$ cat src/ttip_pkg.sv
// Package for the text-to-integer parser.
// Holds default sizes, register indexes, base and character codes.
// Used by text_to_integer_parser; depends on nothing.
`timescale 1ns / 1ps
`default_nettype none

package ttip_pkg;

    localparam int VALUE_BITS_DEF = 64;
    localparam int INDEX_BITS_DEF = 16;

    localparam int BASE_BITS = 6;
    localparam int CHAR_BITS = 8;

    typedef logic [BASE_BITS-1:0] base_t;
    typedef logic [CHAR_BITS-1:0] char_t;
    typedef logic [0:0]           reg_index_t;

    localparam reg_index_t REG_REQUESTED_BASE = 1'b0;
    localparam reg_index_t REG_SIGNED_MODE    = 1'b1;

    localparam base_t BASE_DETECT = 6'd0;
    localparam base_t BASE_OCT    = 6'd8;
    localparam base_t BASE_DEC    = 6'd10;
    localparam base_t BASE_HEX    = 6'd16;

    localparam char_t CH_NUL   = 8'h00;
    localparam char_t CH_TAB   = 8'h09;
    localparam char_t CH_LF    = 8'h0A;
    localparam char_t CH_VT    = 8'h0B;
    localparam char_t CH_FF    = 8'h0C;
    localparam char_t CH_CR    = 8'h0D;
    localparam char_t CH_SPACE = 8'h20;
    localparam char_t CH_PLUS  = 8'h2B;
    localparam char_t CH_MINUS = 8'h2D;
    localparam char_t CH_0     = 8'h30;
    localparam char_t CH_9     = 8'h39;
    localparam char_t CH_UA    = 8'h41;
    localparam char_t CH_UZ    = 8'h5A;
    localparam char_t CH_LA    = 8'h61;
    localparam char_t CH_LX    = 8'h78;
    localparam char_t CH_LZ    = 8'h7A;

    localparam char_t LETTER_OFFSET = 8'd10;

endpackage

`default_nettype wire

$ cat src/text_to_integer_parser.sv
// Top level of the character-serial text-to-integer parser.
// Contains the input register, the parse state update and the result register.
// Depends on ttip_pkg for sizes, register indexes and character codes.
`timescale 1ns / 1ps
`default_nettype none

// The parser takes one text byte per transfer and returns one result, the value and
// the index of the stopping character, when a string ends or hits a character that is
// not part of the number. It accepts one byte per cycle unless the output stalls. Bytes
// pass the input register, then the parse state; results go to the result register.
// The rate is set by the accumulator update, a multiply by the base and an add of the
// digit, done combinationally. Configuration writes take effect at the next string start
// (base) or result (signed mode) and should be made only while no byte is pending.
module text_to_integer_parser #(
    parameter int VALUE_BITS = ttip_pkg::VALUE_BITS_DEF,
    parameter int INDEX_BITS = ttip_pkg::INDEX_BITS_DEF
) (
    input  wire                             aclk,
    input  wire                             aresetn,

    input  wire                             cfg_wr_en,
    input  wire ttip_pkg::reg_index_t       cfg_index,
    input  wire [ttip_pkg::BASE_BITS-1:0]   cfg_data,

    input  wire                             s_valid,
    output logic                            s_ready,
    input  wire                             s_first_char,
    input  wire [ttip_pkg::CHAR_BITS-1:0]   s_character,

    output logic                            m_valid,
    input  wire                             m_ready,
    output logic [VALUE_BITS-1:0]           m_value,
    output logic [INDEX_BITS-1:0]           m_end_index
);

    localparam int BB = ttip_pkg::BASE_BITS;

    ttip_pkg::base_t  req_base_reg;
    logic             signed_mode_reg;

    logic             in_valid_reg;
    logic             in_first_reg;
    ttip_pkg::char_t  in_char_reg;

    logic [VALUE_BITS-1:0] acc_reg,     acc_next;
    ttip_pkg::base_t       wbase_reg,   wbase_next;
    logic                  minus_reg,   minus_next;
    logic                  content_reg, content_next;
    logic [INDEX_BITS-1:0] pos_reg,     pos_next;
    logic                  active_reg,  active_next;

    logic                  m_valid_reg;
    logic [VALUE_BITS-1:0] m_value_reg, m_value_next;
    logic [INDEX_BITS-1:0] m_index_reg, m_index_next;

    logic                  process_fire;
    logic                  finish;

    logic [VALUE_BITS-1:0] acc_cur;
    ttip_pkg::base_t       wbase_cur;
    logic                  minus_cur;
    logic                  content_cur;
    logic [INDEX_BITS-1:0] pos_cur;
    logic                  active_cur;
    logic [INDEX_BITS-1:0] pos_inc;
    ttip_pkg::base_t       digit;
    logic                  is_digit;
    logic                  is_blank;
    logic                  acc_zero;
    logic [VALUE_BITS+BB-1:0] product;
    logic [VALUE_BITS-1:0] acc_mac;

    assign process_fire = in_valid_reg && (!m_valid_reg || m_ready);
    assign s_ready      = !in_valid_reg || process_fire;
    assign m_valid      = m_valid_reg;
    assign m_value      = m_value_reg;
    assign m_end_index  = m_index_reg;

    always_ff @(posedge aclk) begin
        if (!aresetn) begin
            req_base_reg    <= ttip_pkg::BASE_DEC;
            signed_mode_reg <= 1'b1;
        end else if (cfg_wr_en) begin
            case (cfg_index)
                ttip_pkg::REG_REQUESTED_BASE: req_base_reg    <= cfg_data;
                ttip_pkg::REG_SIGNED_MODE:    signed_mode_reg <= cfg_data[0];
                default:                      req_base_reg    <= req_base_reg;
            endcase
        end
    end

    always_ff @(posedge aclk) begin
        if (!aresetn) begin
            in_valid_reg <= 1'b0;
        end else if (s_ready) begin
            in_valid_reg <= s_valid;
        end
    end

    always_ff @(posedge aclk) begin
        if (s_ready && s_valid) begin
            in_first_reg <= s_first_char;
            in_char_reg  <= s_character;
        end
    end

    always_comb begin
        if (in_first_reg) begin
            acc_cur     = '0;
            wbase_cur   = req_base_reg;
            minus_cur   = 1'b0;
            content_cur = 1'b0;
            pos_cur     = '0;
            active_cur  = 1'b1;
        end else begin
            acc_cur     = acc_reg;
            wbase_cur   = wbase_reg;
            minus_cur   = minus_reg;
            content_cur = content_reg;
            pos_cur     = pos_reg;
            active_cur  = active_reg;
        end
    end

    assign pos_inc  = (&pos_cur) ? pos_cur : pos_cur + INDEX_BITS'(1);
    assign acc_zero = (acc_cur == '0);
    assign is_blank = in_char_reg inside {ttip_pkg::CH_SPACE, ttip_pkg::CH_TAB,
                                          ttip_pkg::CH_LF, ttip_pkg::CH_VT,
                                          ttip_pkg::CH_FF, ttip_pkg::CH_CR};

    always_comb begin
        acc_next     = acc_cur;
        wbase_next   = wbase_cur;
        minus_next   = minus_cur;
        content_next = content_cur;
        pos_next     = pos_cur;
        active_next  = active_cur;
        finish       = 1'b0;
        digit        = '0;
        is_digit     = 1'b0;
        product      = '0;
        acc_mac      = '0;

        if (active_cur) begin
            if (in_char_reg == ttip_pkg::CH_NUL) begin
                finish = 1'b1;
            end else if (in_char_reg == ttip_pkg::CH_PLUS ||
                         in_char_reg == ttip_pkg::CH_MINUS) begin
                content_next = 1'b1;
                minus_next   = minus_cur || (in_char_reg == ttip_pkg::CH_MINUS);
                pos_next     = pos_inc;
            end else begin
                if (in_char_reg inside {[ttip_pkg::CH_0 : ttip_pkg::CH_9]}) begin
                    is_digit = 1'b1;
                    digit    = BB'(in_char_reg - ttip_pkg::CH_0);
                    if (in_char_reg == ttip_pkg::CH_0 && acc_zero &&
                        wbase_cur == ttip_pkg::BASE_DETECT) begin
                        wbase_next = ttip_pkg::BASE_OCT;
                    end
                end else if (in_char_reg inside {[ttip_pkg::CH_UA : ttip_pkg::CH_UZ]}) begin
                    is_digit = 1'b1;
                    digit    = BB'(in_char_reg - ttip_pkg::CH_UA + ttip_pkg::LETTER_OFFSET);
                end else if (in_char_reg == ttip_pkg::CH_LX && acc_zero &&
                             wbase_cur inside {ttip_pkg::BASE_DETECT, ttip_pkg::BASE_OCT,
                                               ttip_pkg::BASE_HEX}) begin
                    is_digit   = 1'b1;
                    digit      = '0;
                    wbase_next = ttip_pkg::BASE_HEX;
                end else if (in_char_reg inside {[ttip_pkg::CH_LA : ttip_pkg::CH_LZ]}) begin
                    is_digit = 1'b1;
                    digit    = BB'(in_char_reg - ttip_pkg::CH_LA + ttip_pkg::LETTER_OFFSET);
                end

                if (!is_digit) begin
                    if (is_blank && !content_cur) begin
                        pos_next = pos_inc;
                    end else begin
                        finish = 1'b1;
                    end
                end else begin
                    content_next = 1'b1;
                    if (digit != '0 && wbase_next == ttip_pkg::BASE_DETECT) begin
                        wbase_next = ttip_pkg::BASE_DEC;
                    end
                    if (digit < wbase_next) begin
                        product  = {{BB{1'b0}}, acc_cur} * {{VALUE_BITS{1'b0}}, wbase_next};
                        acc_mac  = product[VALUE_BITS-1:0] + VALUE_BITS'(digit);
                        acc_next = acc_mac;
                        pos_next = pos_inc;
                    end else begin
                        finish = 1'b1;
                    end
                end
            end
        end

        if (finish) begin
            active_next = 1'b0;
        end
    end

    always_comb begin
        m_index_next = pos_cur;
        if (signed_mode_reg && minus_cur) begin
            m_value_next = ~acc_cur + VALUE_BITS'(1);
        end else begin
            m_value_next = acc_cur;
        end
    end

    always_ff @(posedge aclk) begin
        if (!aresetn) begin
            acc_reg     <= '0;
            wbase_reg   <= ttip_pkg::BASE_DEC;
            minus_reg   <= 1'b0;
            content_reg <= 1'b0;
            pos_reg     <= '0;
            active_reg  <= 1'b0;
        end else if (process_fire) begin
            acc_reg     <= acc_next;
            wbase_reg   <= wbase_next;
            minus_reg   <= minus_next;
            content_reg <= content_next;
            pos_reg     <= pos_next;
            active_reg  <= active_next;
        end
    end

    always_ff @(posedge aclk) begin
        if (!aresetn) begin
            m_valid_reg <= 1'b0;
        end else if (process_fire) begin
            m_valid_reg <= finish;
        end else if (m_ready) begin
            m_valid_reg <= 1'b0;
        end
    end

    always_ff @(posedge aclk) begin
        if (process_fire && finish) begin
            m_value_reg <= m_value_next;
            m_index_reg <= m_index_next;
        end
    end

`ifndef SYNTHESIS
    // A result can only come from a parse that is running or starts with this byte.
    a_finish_needs_parse: assert property (@(posedge aclk) disable iff (!aresetn)
        (process_fire && finish) |-> (active_reg || in_first_reg))
        else $error("result produced while no parse was active");

    // A result ends the parse.
    a_finish_ends_parse: assert property (@(posedge aclk) disable iff (!aresetn)
        (process_fire && finish) |=> !active_reg)
        else $error("parse still active after its result");

    // A byte held in the input register is not lost or overwritten while stalled.
    a_input_held: assert property (@(posedge aclk) disable iff (!aresetn)
        (in_valid_reg && !process_fire) |=> (in_valid_reg && $stable(in_char_reg)))
        else $error("pending input byte lost during a stall");

    // The first byte of a string leaves the position at zero or one.
    a_start_position: assert property (@(posedge aclk) disable iff (!aresetn)
        (process_fire && in_first_reg) |=> (pos_reg == '0 || pos_reg == INDEX_BITS'(1)))
        else $error("position not restarted at string start");
`endif

endmodule

`default_nettype wire
$ cat config.mk
export PLATFORM = sky130hd
export DESIGN_NAME = text_to_integer_parser
export DESIGN_NICKNAME = d
export VERILOG_FILES = /design/src/ttip_pkg.sv /design/src/text_to_integer_parser.sv
export SDC_FILE = /design/constraint.sdc
export NUM_CORES = 1
export LEC_CHECK = 0
export BUFFER_PORTS_ARGS = -buffer_cell sky130_fd_sc_hd__buf_4
export CAP_MARGIN = 0
export CORE_MARGIN = 1
export CORE_UTILIZATION = 23
export CTS_BUF_LIST = sky130_fd_sc_hd__clkbuf_2
export CTS_CLUSTER_DIAMETER = 120
export DETAILED_ROUTE_END_ITERATION = 12
export GPL_ROUTABILITY_DRIVEN = 0
export GPL_TIMING_DRIVEN = 0
export PLACE_DENSITY = 0.43
export SYNTH_ARGS = -nofsm -noshare
export SYNTH_HDL_FRONTEND = slang
export SYNTH_SLANG_ARGS = --single-unit
$ cat constraint.sdc
create_clock -name aclk -period 34.5 [get_ports aclk]
set_clock_uncertainty 0.2 [all_clocks]
set_input_delay 5.175 -clock aclk [delete_from_list [all_inputs] [get_ports aclk]]
set_output_delay 5.175 -clock aclk [all_outputs]
set_load 0.01 [all_outputs]
# Word level (Yosys, flattened, before mapping)

Cells that the tools add are included.

Bitwise gates (word level): 2
Add/sub/neg operators: 8
Div/mod/pow operators: 0
Equality and inequality tests: 12
$lt $le $gt $ge: 7
Muxes and demuxes: 65
Multiply operators: 1
Shift-type cells: 0
Reduce and logical (&&, ||, !) cells: 31

Operators by type and width:

| cell                    | count |
|---|---|
| $mux W64                | 7 |
| $mux W6                 | 24 |
| $mux W16                | 8 |
| $add A64 B1 Y64 const B | 1 |
| $add A64 B6 Y64         | 1 |
| $logic_not A64 Y1       | 1 |
| $mul A64 B6 Y64         | 1 |
| $not A64 Y64            | 1 |
| $eq A8 B4 Y1 const B    | 5 |
| $eq A8 B6 Y1 const B    | 4 |
| $mux W1                 | 26 |
| $add A16 B1 Y16 const B | 1 |
| $ge A8 B7 Y1 const B    | 2 |
| $le A8 B7 Y1 const B    | 2 |
| $reduce_and A16 Y1      | 1 |
| $logic_and A1 B1 Y1     | 13 |
| $add A6 B4 Y6 const B   | 2 |
| $logic_not A6 Y1        | 2 |
| $reduce_bool A6 Y1      | 2 |
| $sub A6 B6 Y6 const B   | 2 |
| $eq A8 B7 Y1 const B    | 1 |
| $ge A8 B6 Y1 const B    | 1 |
| $le A8 B6 Y1 const B    | 1 |
| $logic_not A8 Y1        | 1 |
| 10 further kinds        | 16 |

ROM bits: 0
Latch bits: 0
Flip-flop bits (word level): 187
Memory bits (writable): 0
Output and inout bits: 82
Logic and storage cells: 140
Memories: 0

# Longest topological paths before layout

Word-level depth: 24
Depth in mapped cells: 35
Gate-level depth less buffers: 31

# Least setup slack after synthesis

OpenSTA, ideal clock, no wires.

Kind: input to register
From: in m_ready
To: reg m_index_reg[0], in the netlist m_end_index[0] (enable)
Arrival: 11.604 ns
Data required time: 33.657 ns
Library setup time: 0.643 ns
Slack: 22.053 ns
Stages: 5
Path through: nor2b_1 -> nand2b_1 -> clkbuf_1 -> nor2_1 -> a21boi_0

Longest elaborated chain between the ends: 3

RTL lines:

| what                 | line                          | text |
|---|---|---|
| from (decl)          | text_to_integer_parser.sv:31  | `input wire m_ready,` |
| $logic_or A1 B1 Y1   | text_to_integer_parser.sv:73  | `assign process_fire = in_valid_reg && (!m_valid_reg \|\| m_ready);` |
| $logic_and A1 B1 Y1  | text_to_integer_parser.sv:73  |  |
| $logic_and A1 B1 Y1  | text_to_integer_parser.sv:240 | `if (process_fire && finish) begin` |
| to (signal assigned) | text_to_integer_parser.sv:242 | `m_index_reg <= m_index_next;` |
| to (decl)            | text_to_integer_parser.sv:54  | `logic [INDEX_BITS-1:0] m_index_reg, m_index_next;` |

Every way passes these cells.
A chain may end at the register's enable or synchronous reset.

# Final worst setup path

From: reg in_first_reg
To: reg acc_reg[44]

Longest elaborated chain between the ends: 24

RTL lines:

| what                                                      | line                                                         | text |
|---|---|---|
| from (decl)                                               | text_to_integer_parser.sv:42                                 | `logic in_first_reg;` |
| from (signal assigned)                                    | text_to_integer_parser.sv:102                                | `in_first_reg <= s_first_char;` |
| $mux W64 or $mux W6 (tied branches)                       | text_to_integer_parser.sv:108                                | `if (in_first_reg) begin` |
| $logic_not A64 Y1, or another cell as far along           | text_to_integer_parser.sv:126                                | `assign acc_zero = (acc_cur == '0);` |
| $logic_and A1 B1 Y1 or $reduce_bool A3 Y1 (tied branches) | text_to_integer_parser.sv:163, text_to_integer_parser.sv:164 |  |
| $logic_and A1 B1 Y1                                       | text_to_integer_parser.sv:164                                | `wbase_cur inside {ttip_pkg::BASE_DETECT, ttip_pkg::BASE_OCT,` |
| $mux W6                                                   | text_to_integer_parser.sv:163                                | `end else if (in_char_reg == ttip_pkg::CH_LX && acc_zero &&` |
| $mux W6                                                   | text_to_integer_parser.sv:160                                | `end else if (in_char_reg inside {[ttip_pkg::CH_UA : ttip_pkg::CH_UZ]}) begin` |
| $mux W6                                                   | text_to_integer_parser.sv:153                                | `if (in_char_reg inside {[ttip_pkg::CH_0 : ttip_pkg::CH_9]}) begin` |
| $mux W6                                                   | text_to_integer_parser.sv:147                                | `end else if (in_char_reg == ttip_pkg::CH_PLUS \|\|` |
| [8 not listed]                                            | --                                                           |  |
| $mux W6                                                   | text_to_integer_parser.sv:144                                | `if (active_cur) begin` |
| $mul A64 B6 Y64                                           | text_to_integer_parser.sv:186                                | `product = {{BB{1'b0}}, acc_cur} * {{VALUE_BITS{1'b0}}, wbase_next};` |
| $add A64 B6 Y64                                           | text_to_integer_parser.sv:187                                | `acc_mac = product[VALUE_BITS-1:0] + VALUE_BITS'(digit);` |
| $mux W64                                                  | text_to_integer_parser.sv:185                                | `if (digit < wbase_next) begin` |
| $mux W64                                                  | text_to_integer_parser.sv:174                                | `if (!is_digit) begin` |
| $mux W64                                                  | text_to_integer_parser.sv:147                                |  |
| $mux W64                                                  | text_to_integer_parser.sv:145                                | `if (in_char_reg == ttip_pkg::CH_NUL) begin` |
| $mux W64 *                                                | text_to_integer_parser.sv:144                                |  |
| to (signal assigned)                                      | text_to_integer_parser.sv:220                                | `acc_reg <= acc_next;` |
| to (decl)                                                 | text_to_integer_parser.sv:45                                 | `logic [VALUE_BITS-1:0] acc_reg, acc_next;` |

Mark *: on every way between the ends. The rest lies on a longest branch, timed or not. The select of a mux whose other input is x is not followed.

==> reports/results.txt <==
The run finished with clean final reports. The floorplan step defined a die boundary enclosing 92700 um^2. For the worst setup path, the data required time is 35330 ps. The run gives 90300 um^2 as the core box area.

The remaining global-route overflow was 0; the worst-skew pair later-pin latency was 1180 ps. The run gives 7 as the number of antenna violations at the first check in global routing. The net count after synthesis was 2754. For the number of distinct library cells after synthesis, the log shows 82. The maximum fanout encountered on the critical timing path is 10. For hold timing, the worst endpoint is pos_reg[1]. The run gives 18100 as the number of vias in the routed layout. For this run, the share of the core covered by cells in the final layout is 26.2%. The flop and latch count out of synthesis was 187; the number of nets with antenna violations after detailed routing was 0.

The run gives 0 as the max-cap violation count. Pin placement for this block handled 103 I/O pins. Remaining design rule violation count: 0. The library cells used most frequently in the layout, excluding fill and tap cells, are nor2_1, fa_1, and2_1. The portion of synthesized cell area occupied by the leading cell type was 22.8%. The total global-route track usage is 16.6%, and the fraction of registers with async set/reset is 0%. The critical path is of the reg -> reg type.

The first detailed-routing pass ran for 7 iterations. At the pin with the least slew margin, the transition time is 1200 ps. The path class of the lowest-slack min-delay path is reg -> reg. Post-cts repair resize count: 0.

The clock tree synthesis step divided the H-tree into 4 levels. In this run the most critical hold path is launched from pos_reg[1]. For the number of buffers between clock root and the deepest sink, the log shows 2. Setup violations remaining at the end of the flow were counted as 0. The synthesized design contains 89 enable-type register cells. Setup repair after global routing left no endpoint under its margin. The tools report the via count of the first global-routing pass as 18500. TritonCTS built the clock tree.

The post-synthesis to final-layout area growth works out to 12.4%. The analysis attributes to cell leakage a power of 10.9 nW. The initial cell density of the core came out at 23.3%. For this design, the CTS-stage hold fixing added 0 buffers. The sink count of the clock tree is 187, and the first-pass GRT wire length is 117000 um. The via-per-instance ratio was 4.93. Chip height: 305 um. STA classifies the critical path startpoint as a register.

The highest clock rate came out at 0.0813 GHz. The cell type contributing the most total cell area after synthesis was fa_1. For the worst setup path, the data arrival time is 13130 ps. In this run the tool buffered the top-level ports with 101 buffer cells.

The width of the die was 305 um. The post-synthesis area per instance was 8.96 um^2. Clock-pin slew was measured on the worst setup and hold paths at 330 ps. For the number of nets in the final layout, the log shows 2878.

Leaving out fill and tap cells, the most frequent cell in the layout is nor2_1. The root buffer cell chosen for the clock tree is clkbuf_2. For this run, the slowest stage of the critical path takes 930 ps. The power density of the placed cells is 18.4 nW/um^2. The share of the Yosys chip area taken by registers is 22.0%. The tools report the capturing element type of the critical path as a register. The worst hold path was traced through 2 stages. The length in cells of the worst reg-to-reg path is 34, and the remaining max-slew budget at the tightest pin is 19.7%.

The number of warnings printed during yosys synthesis was 0; the final routed wirelength across all metal layers was 76000 um. In this run the critical register-to-register path is captured at acc_reg[44]. The mapped netlist covers 21100 um^2. The number of CTS-inserted buffers was 17; the worst voltage drop across the vdd grid was 24.7 uV. After synthesis, the cell types taking the most area are fa_1, edfxtp_1, dfxtp_1.

The tools report the number of setup buffers added after CTS as 0. The tools report the number of pins exceeding their max-slew limit in the final report as 0. The most common flop cell mapped by yosys is dfxtp_1. In the final routed layout, each cell accounts on average for 20.7 um. Final period utilization: 35.7%. Number of DRC markers after the initial detailed-route iteration: 1380.

The smallest clock period supported by the final layout is computed as 12300 ps. Cells with a size suffix above 1 make up 7.28% of the layout. The highest-delay cell along the critical path is nor2_1. In the synthesized netlist, the number of instances is 2349.

The cell that appears most often on the critical path is inv_1. For flop-to-flop paths, the worst setup slack is 22200 ps. For the total count of hold-check failures in the final report, the log shows 0.

The maximum number of pins on one net before global-route repair is 29, and the number of placement rows is 110. Once detailed placement completed, the half-perimeter wirelength came to 60300 um. The tools report the reg-to-reg startpoint as in_first_reg. Adding up every negative setup slack in the final design gives 0 ps.
## worst max-delay path: cells and delay by family, from the launching register on
family,cells,cell delay (ps)
and+or+nand+nor,5,1780
xor gates and xnor gates,1,240
AOI/OAI and AO/OA,13,4610
adders and majority gates,6,2840
buffers and inverters,9,2140
DFF,1,400
## cells in the mapped netlist (all sizes together), types with 28 or more instances
cell and number:
nor2 363, fa 240, and2 188, nand2 170, ha 144, clkbuf 127, a21oi 126, dfxtp 98
edfxtp 89, o21ai 85, inv 75, xor2 60, xnor2 57, a22oi 52, a21o 47, nand3 40
buf 32, nor2b 28
## per-layer routing
layer	wire, um	vias to the layer above	global-route usage (%)	share of wire [%]
met5	23	-	0	0.030
met4	1920	4	5.07	2.5
met3	4510	113	3.25	5.9
met2	33700	592	25.4	44
met1	35900	9037	23.5	47
li1	-	8330	-	-
## final cells by class
type / count / area, um^2
Multi-Input combinational cell: 1928 / 15500
Fill cell: 9785 / 66600
Tap cell: 1176 / 1470
Timing Repair Buffer: 105 / 861
Inverter: 75 / 282
Sequential cell: 187 / 4630
Antenna cell: 5 / 12.5
Clock inverter: 14 / 169
Clock buffer: 18 / 90.1
Buffer: 159 / 623
## worst max path at each step
| stage | slack [ps] | cells after the start | startpoint | end |
|---|---|---|---|---|
| after global routing | 21880 | 34 | in_first_reg | acc_reg[44] |
| after global placement | 16800 | 20 | in_first_reg | m_value[33] |
| after CTS | 22360 | 34 | in_first_reg | acc_reg[44] |
| after detailed placement | 22410 | 34 | in_first_reg | acc_reg[44] |
| final | 22200 | 34 | in_first_reg | acc_reg[44] |
| after floorplan | 22050 | 5 | m_ready | m_end_index[0] |
## cell families (layout without fill, tap and decap cells)
family	after synthesis	after routing	share of synthesized area (%)
compound gates	476	476	15.1
xor+xnor	117	117	4.87
fa+ha+maj	384	384	31.4
buf+inv	234	371	4.30
flops	187	187	22.0
mux	15	15	0.725
other cells	0	5	0
simple gates	936	936	21.6
## through the flow
stage | power (mW) | setup slack (ps) | instances | hold WS [ps] | area (um^2)
finish | 0.434 | 22200 | 3667 | 307 | 23700
global route | 0.452 | 21880 | 3666 | 333 | 23700
CTS | 0.441 | 22360 | 3662 | 313 | 23700
detailed placement | 0.302 | 22410 | 3630 | 283 | 23400
global placement | 0.302 | 16800 | 3626 | 267 | 23300
floorplan | 0.275 | 22050 | 2349 | 250 | 21100
## power breakdown
part           switching, mW  leakage, nW  internal, mW  total (mW)
combinational         0.0435         9.05        0.0157      0.0591
sequential           0.00282         1.70         0.236       0.239
clock                  0.104        0.151        0.0320       0.136
total                  0.150         10.9         0.284       0.434
Note: power is estimated with default switching activity, not from simulation.
